File: config.mk
export PLATFORM = sky130hd
export DESIGN_NAME = kpi_front
export DESIGN_NICKNAME = d
export VERILOG_FILES = /design/src/rtl/kpi_pkg.sv /design/src/rtl/kpi_front.sv
export SDC_FILE = /design/constraint.sdc
export NUM_CORES = 1
export LEC_CHECK = 0
export ABC_AREA = 1
export BUFFER_PORTS_ARGS = -buffer_cell sky130_fd_sc_hd__buf_2
export CORE_AREA = 2 2 201 203
export CTS_BUF_LIST = sky130_fd_sc_hd__clkbuf_16
export CTS_CLUSTER_SIZE = 30
export DETAILED_ROUTE_END_ITERATION = 8
export DIE_AREA = 0 0 203 205
export PLACE_DENSITY = 0.77
export SLEW_MARGIN = 40
export SYNTH_ARGS = -nofsm -noshare
export SYNTH_HDL_FRONTEND = slang
export SYNTH_SLANG_ARGS = --single-unit
File: constraint.sdc
create_clock -name clock -period 19.1 [get_ports clock]
set_clock_uncertainty 0.15 [all_clocks]
set_input_delay 3.82 -clock clock [delete_from_list [all_inputs] [get_ports clock]]
set_output_delay 3.82 -clock clock [all_outputs]
set_load 0.005 [all_outputs]
File: src/rtl/kpi_pkg.sv
// Shared types, codes and constants for the keyframe path interpolator.
// Used by kpi_front, kpi_back, keyframe_path_interpolator and the testbench; depends on nothing.
package kpi_pkg;

   localparam int MaxKeysDefault   = 16;
   localparam int SineDepthDefault = 256;
   localparam int QueueDepth       = 2;
   localparam int CoordCount       = 6;

   localparam logic [1:0] OP_ADD    = 2'd0;
   localparam logic [1:0] OP_TICK   = 2'd1;
   localparam logic [1:0] OP_REWIND = 2'd2;

   localparam logic [1:0] STATUS_MOVED     = 2'd0;
   localparam logic [1:0] STATUS_UNCHANGED = 2'd1;
   localparam logic [1:0] STATUS_STORED    = 2'd2;
   localparam logic [1:0] STATUS_FULL      = 2'd3;

   localparam logic [2:0] EASE_SINE_IN     = 3'd1;
   localparam logic [2:0] EASE_SINE_OUT    = 3'd2;
   localparam logic [2:0] EASE_SINE_INOUT  = 3'd3;
   localparam logic [2:0] EASE_CUBIC_IN    = 3'd4;
   localparam logic [2:0] EASE_CUBIC_OUT   = 3'd5;
   localparam logic [2:0] EASE_CUBIC_INOUT = 3'd6;

   localparam logic [16:0] ONE_Q16  = 17'd65536;
   localparam logic [15:0] HALF_Q16 = 16'd32768;

   typedef enum logic [1:0] {
      KIND_ADD,
      KIND_TICK,
      KIND_REWIND,
      KIND_NOP
   } kind_type;

   typedef struct packed {
      kind_type                    kind;
      logic [23:0]                 time_step;
      logic [31:0]                 key_time;
      logic [CoordCount-1:0][31:0] coord;
      logic [2:0]                  easing;
   } item_type;

   typedef struct packed {
      logic [2:0]                  mode;
      logic [31:0]                 key_time;
      logic [CoordCount-1:0][31:0] coord;
   } key_rec_type;

   // Quarter-wave sine entry from an angle in Q30, by a seven-term Taylor series.
   function automatic logic [16:0] sine_from_angle(input logic [63:0] a);
      logic [63:0]        a2;
      logic [63:0]        term;
      logic signed [66:0] sum;
      logic [66:0]        r;
      a2   = (a * a) >> 30;
      term = a;
      sum  = $signed({3'b000, a});
      term = ((term * a2) >> 30) / 64'd6;
      sum  = sum - $signed({3'b000, term});
      term = ((term * a2) >> 30) / 64'd20;
      sum  = sum + $signed({3'b000, term});
      term = ((term * a2) >> 30) / 64'd42;
      sum  = sum - $signed({3'b000, term});
      term = ((term * a2) >> 30) / 64'd72;
      sum  = sum + $signed({3'b000, term});
      term = ((term * a2) >> 30) / 64'd110;
      sum  = sum - $signed({3'b000, term});
      term = ((term * a2) >> 30) / 64'd156;
      sum  = sum + $signed({3'b000, term});
      if (sum < 0) begin
         sum = '0;
      end
      r = ($unsigned(sum) + 67'd8192) >> 14;
      if (r > 67'd65536) begin
         r = 67'd65536;
      end
      return r[16:0];
   endfunction

endpackage

File: src/rtl/kpi_front.sv
// Front end: accepts request transfers, classifies the opcode and queues items.
// Depends on kpi_pkg.
module kpi_front (
   input  logic              clock,
   input  logic              reset,
   input  logic              req_tvalid,
   output logic              req_tready,
   input  logic [255:0]      req_tdata,
   input  logic [1:0]        req_tuser,
   output logic              item_valid,
   input  logic              item_ready,
   output kpi_pkg::item_type item
);
   import kpi_pkg::*;

   localparam int PtrW = $clog2(QueueDepth);
   localparam int CntW = $clog2(QueueDepth + 1);

   item_type          queue_ff [QueueDepth];
   logic [PtrW-1:0]   wr_ptr_ff, wr_ptr_in, rd_ptr_ff, rd_ptr_in;
   logic [CntW-1:0]   count_ff, count_in;
   item_type          new_item;
   logic              push, pop;

   always_comb begin
      unique case (req_tuser)
         OP_ADD:    new_item.kind = KIND_ADD;
         OP_TICK:   new_item.kind = KIND_TICK;
         OP_REWIND: new_item.kind = KIND_REWIND;
         default:   new_item.kind = KIND_NOP;
      endcase
      new_item.time_step = req_tdata[23:0];
      new_item.key_time  = req_tdata[55:24];
      for (int j = 0; j < CoordCount; j++) begin
         new_item.coord[j] = req_tdata[56 + 32*j +: 32];
      end
      new_item.easing = req_tdata[250:248];
   end

   assign req_tready = (count_ff != CntW'(QueueDepth));
   assign item_valid = (count_ff != '0);
   assign item       = queue_ff[rd_ptr_ff];
   assign push       = req_tvalid && req_tready;
   assign pop        = item_valid && item_ready;

   always_comb begin
      wr_ptr_in = wr_ptr_ff;
      rd_ptr_in = rd_ptr_ff;
      count_in  = count_ff;
      if (push) begin
         wr_ptr_in = (wr_ptr_ff == PtrW'(QueueDepth - 1)) ? '0 : wr_ptr_ff + 1'b1;
      end
      if (pop) begin
         rd_ptr_in = (rd_ptr_ff == PtrW'(QueueDepth - 1)) ? '0 : rd_ptr_ff + 1'b1;
      end
      if (push && !pop) begin
         count_in = count_ff + 1'b1;
      end else if (pop && !push) begin
         count_in = count_ff - 1'b1;
      end
   end

   always_ff @(posedge clock) begin
      if (reset) begin
         wr_ptr_ff <= '0;
         rd_ptr_ff <= '0;
         count_ff  <= '0;
      end else begin
         wr_ptr_ff <= wr_ptr_in;
         rd_ptr_ff <= rd_ptr_in;
         count_ff  <= count_in;
      end
   end

   always_ff @(posedge clock) begin
      if (push) begin
         queue_ff[wr_ptr_ff] <= new_item;
      end
   end

   assert property (@(posedge clock) disable iff (reset)
      (count_ff == CntW'(QueueDepth)) |-> !req_tready)
      else $error("queue full but still ready");
   assert property (@(posedge clock) disable iff (reset)
      (push && !pop) |=> (count_ff == $past(count_ff) + 1'b1))
      else $error("queue count lost a push");
   assert property (@(posedge clock) disable iff (reset)
      (count_ff <= CntW'(QueueDepth)))
      else $error("queue count out of range");

endmodule

Yosys cells after proc, flatten, opt, wreduce, memory -nomap -nowiden. Memory sizes are Yosys's and may differ from the RTL's. A register that Yosys moved wholly into a read port is not among the register bits. Cells that the tools add are included.

Muxes and demuxes: 9. Equal/unequal tests: 3. Reduce and logical (&&, ||, !) cells: 9. Add/sub/neg operators: 4.

Operators by type and width (count): two-way mux 1 bit (6); case mux 2 bit (3 select lines) (1); logical AND 1 bit (4); two-way mux 2 bit (2); nonzero test 2 bit (2); adder 1 bit (second input constant) (2); adder 2 x 1 -> 2 bit (second input constant) (1); equality test 2 x 1 -> 1 bit (second input constant) (1); equality test 2 bit (second input constant) (1); logical NOT 1 bit (2); logical NOT 2 bit (1); != test 2 bit (second input constant) (1); subtractor 2 x 1 -> 2 bit (second input constant) (1).

Memory bits (writable): 506. Output and inout bits: 255. Logic and storage cells: 29. Flip-flop bits (word level): 4. Bits of input ports: 262. Memories kept: 1.

Memories: queue_ff (depth 2, bits a word 253, rd ports 1, clocked after Yosys merged registers in 1, write ports 1, line kpi_front.sv:19) `item_type queue_ff [QueueDepth];`.

Depth between registers and ports, before layout.
Depth after elaboration: 6. Gate-level depth with buffers: 11. Mapped depth without buffers: 11.

Least setup slack after synthesis. Ideal clock, no wire load.

Kind: input port to flip-flop. Start point: input port req_tvalid. End point: memory queue_ff[0][0] (netlist name) (enable). Slack: 3.689 ns. Path buffers: 0. Data required time: 18.079 ns. Arrival time: 14.390 ns. Cell stages on the path: 2. Library setup time: 0.871 ns. Cells stage by stage: nand2_1 nor2_1.

Longest elaborated chain between the ends: 3.

Ends and longest elaborated chain: start: declaration (line kpi_front.sv:6) `input logic req_tvalid,`; logical AND 1 bit (line kpi_front.sv:43) `assign push = req_tvalid && req_tready;`; two-way mux 1 bit (line kpi_front.sv:76) `if (push) begin`; two-way mux 1 bit (not written as such) (line kpi_front.sv:77) `queue_ff[wr_ptr_ff] <= new_item;`; end: declaration (line kpi_front.sv:19).

Every way passes these cells.

==> impl_metrics.ini <==
[yosys]
ys_ff_latch = 511
syn_area_per_cell_um2 = 23.24
synth_top_area_share_pct = 79.17
synth.area.top_cells = edfxtp_1 (79%), mux2_4 (13%), mux2_2 (4.9%)
yosysWarnings = 0
synth_top_cell_by_area = edfxtp_1
synth_edf_count = 506
synth_area_um2 = 19190
synth_cell_types = 15
syn-num-nets = 1089
syn_inst = 826
yosysSeqAreaShare_pct = 79.69
async_reset_ff_share_pct = 0
ys.flop_type = edfxtp_1

[worst_setup_path]
cp_common_cell = buf_12
slowest_stage = buf_12
path_max_fanout = 81
reg2reg_depth = 6
critPathArrivalTime_ps = 2660
slowest_delay_ps = 420
r2r-start = count_ff[0]
cp_num_buf_inv = 4
critPathKind = flip-flop to output pin
rrSetupSlack_ps = 16370
end_kind = output pin
startpoint_type = flip-flop
worst_path_dominant_cell_family = buffers and inverters
critPathRequiredTime_ps = 15130
r2r_end = queue_ff[0][70]
crit_chain = buf_12, buf_12, buf_16, mux2_4, buf_2

[flow_run]
cap_viol_max_count = 0

[sta]
period_share_pct = 34.73
max_slew_margin_pct = 48.02
grt_setup_unrepaired = no
hold_viol = 0
worst_pin_slew_ps = 779.7
max_freq_mhz = 150.7
hold_slack_ps = 376.7
finalSetupTns_ps = 0
drv_slew = 0
period_minus_slack_ps = 6634
setup-violations-final = 0

[clock_network]
holdBufCountCts = 0
clockBufferDepth = 3
insertion_delay_ps = 570
cts_made_buffers = 51
cts-root-buf = clkbuf_16
cts_resized = 0
clkSinkCount = 511
clk_pin_slew_ps = 60
cts_tree = yes
cts_setup_buffers = 0
htree_levels = 2

[grt]
grt_pass1_wl_mm = 55.95
grt.total_usage_pct = 17.91
grt_max_degree = 82
grt_pass1_vias = 9958
overflow = 0
antenna_found_initial = 11

[floorplanning]
dieArea_um2 = 41620
rows = 73
die_x_um = 203
ioPinCount = 517
die_h_um = 205
start_util_pct = 48.76
design.core.area_um2 = 39370

[detailed_routing]
route.detailed.drc = 0
drt_iter0_markers = 474
ant_nets = 0
via_count = 9565
viasPerCell = 4.920
first_pass_iters = 4
wl_per_cell_um = 20.08
wl_mm = 39.03

[place]
portBuffers = 511
placed_cells = 1845
hpwl_mm = 26.78
routabilityCongestion = 0.7853

[pwr]
powerDensity_nw_per_um2 = 130.0
ir_drop_v = 0.0001077
leakage_nw = 9.317
total_power_mw = 3.119

[outcome]
status = finished, final reports clean

[hold_path]
holdPathEnd = rd_ptr_ff
worstHoldPathType = flip-flop to flip-flop
hp-start = rd_ptr_ff
holdPathStages = 2

[final_layout]
final_common_cell = buf_2
nFillCells = 2791
syn_to_final_growth_pct = 25.05
final_cells = 1944
drive_above_1_share_pct = 60.26
layout_common_cells = buf_2 (511), edfxtp_1 (506), mux2_4 (170)
num-nets-final = 1636
[how the worst max path moves through the flow]
| stage | from | end | slack, ps | cells past startpoint |
|---|---|---|---|---|
| floorplan | req_tvalid | queue_ff[0][0] | 3690 | 2 |
| global placement | flip-flop | item[236] | 12500 | 3 |
| detailed placement | req_tvalid | queue_ff[0][179] | 12960 | 5 |
| CTS | flip-flop | item[148] | 12390 | 5 |
| global route | flip-flop | item[148] | 12330 | 5 |
| finish | flip-flop | item[148] | 12470 | 5 |
[logic make-up after synthesis]
logic type	after synthesis	share of synthesized area, %
AOI/OAI and AO/OA	4	0.1043
adders and majority gates	1	0.06518
buffers and inverters	38	1.578
DFF	511	79.69
muxes	253	18.17
and+or+nand+nor	19	0.3977
[sequential cells by signal, summed over array words and instances (netlist names), named ones only]
| name | count |
|---|---|
| wr_ptr_ff | 1 |
| rd_ptr_ff | 1 |
| count_ff | 2 |
| queue_ff | 506 |
[tightest hold or removal path, delay by kind of cell (launching register included)]
| kind | cells | cell delay (ps) |
|---|---|---|
| flip-flops | 1 | 340 |
| AO/OA/AOI/OAI | 1 | 60 |
| AND/OR/NAND/NOR | 1 | 90 |
[cells in the mapped netlist (5+ instances only)]
cell / number
edfxtp_1: 506
buf_6: 20
dfxtp_1: 5
buf_2: 8
nand2_1: 9
mux2_4: 170
inv_1: 8
nor2_1: 7
mux2_2: 83
[per-layer routing]
metal	GRT usage, %	up-vias	wire [um]
met2	30.55	402	19940
met1	20.27	4682	14200
met4	9.411	4	1532
met3	5.632	90	3333
li1	-	4387	-
met5	0	-	19
[metrics by stage]
| step | utilization, % | setup slack [ps] | area [um2] |
|---|---|---|---|
| global route | 60.95 | 12330 | 24000 |
| detailed placement | 56.72 | 12960 | 22330 |
| global placement | 56.50 | 12500 | 22240 |
| CTS | 60.89 | 12390 | 23970 |
| floorplan | - | 3689 | 19190 |
| finish | 60.97 | 12470 | 24000 |
[report_power, final]
group	leakage, nW	switching, mW	internal, mW	total, mW
Sequential	4.76	0.0365	1.42	1.46
Combinational	3.72	0.336	0.353	0.689
Clock	0.834	0.395	0.580	0.974
Total	9.32	0.767	2.35	3.12
[layout make-up]
cell class / count / area, um2 / area share [%]
clock buffers: 53 / 1326 / 5.526
multi-input cells: 277 / 3611 / 15.05
repair buffers: 524 / 2735 / 11.40
inverters: 8 / 30.03 / 0.1251
flip-flops and latches: 511 / 15300 / 63.74
diodes: 10 / 25.02 / 0.1043
clock inverters: 36 / 317.8 / 1.324
well taps: 525 / 656.9 / 2.737
Note: power is estimated with default switching activity, not from simulation.
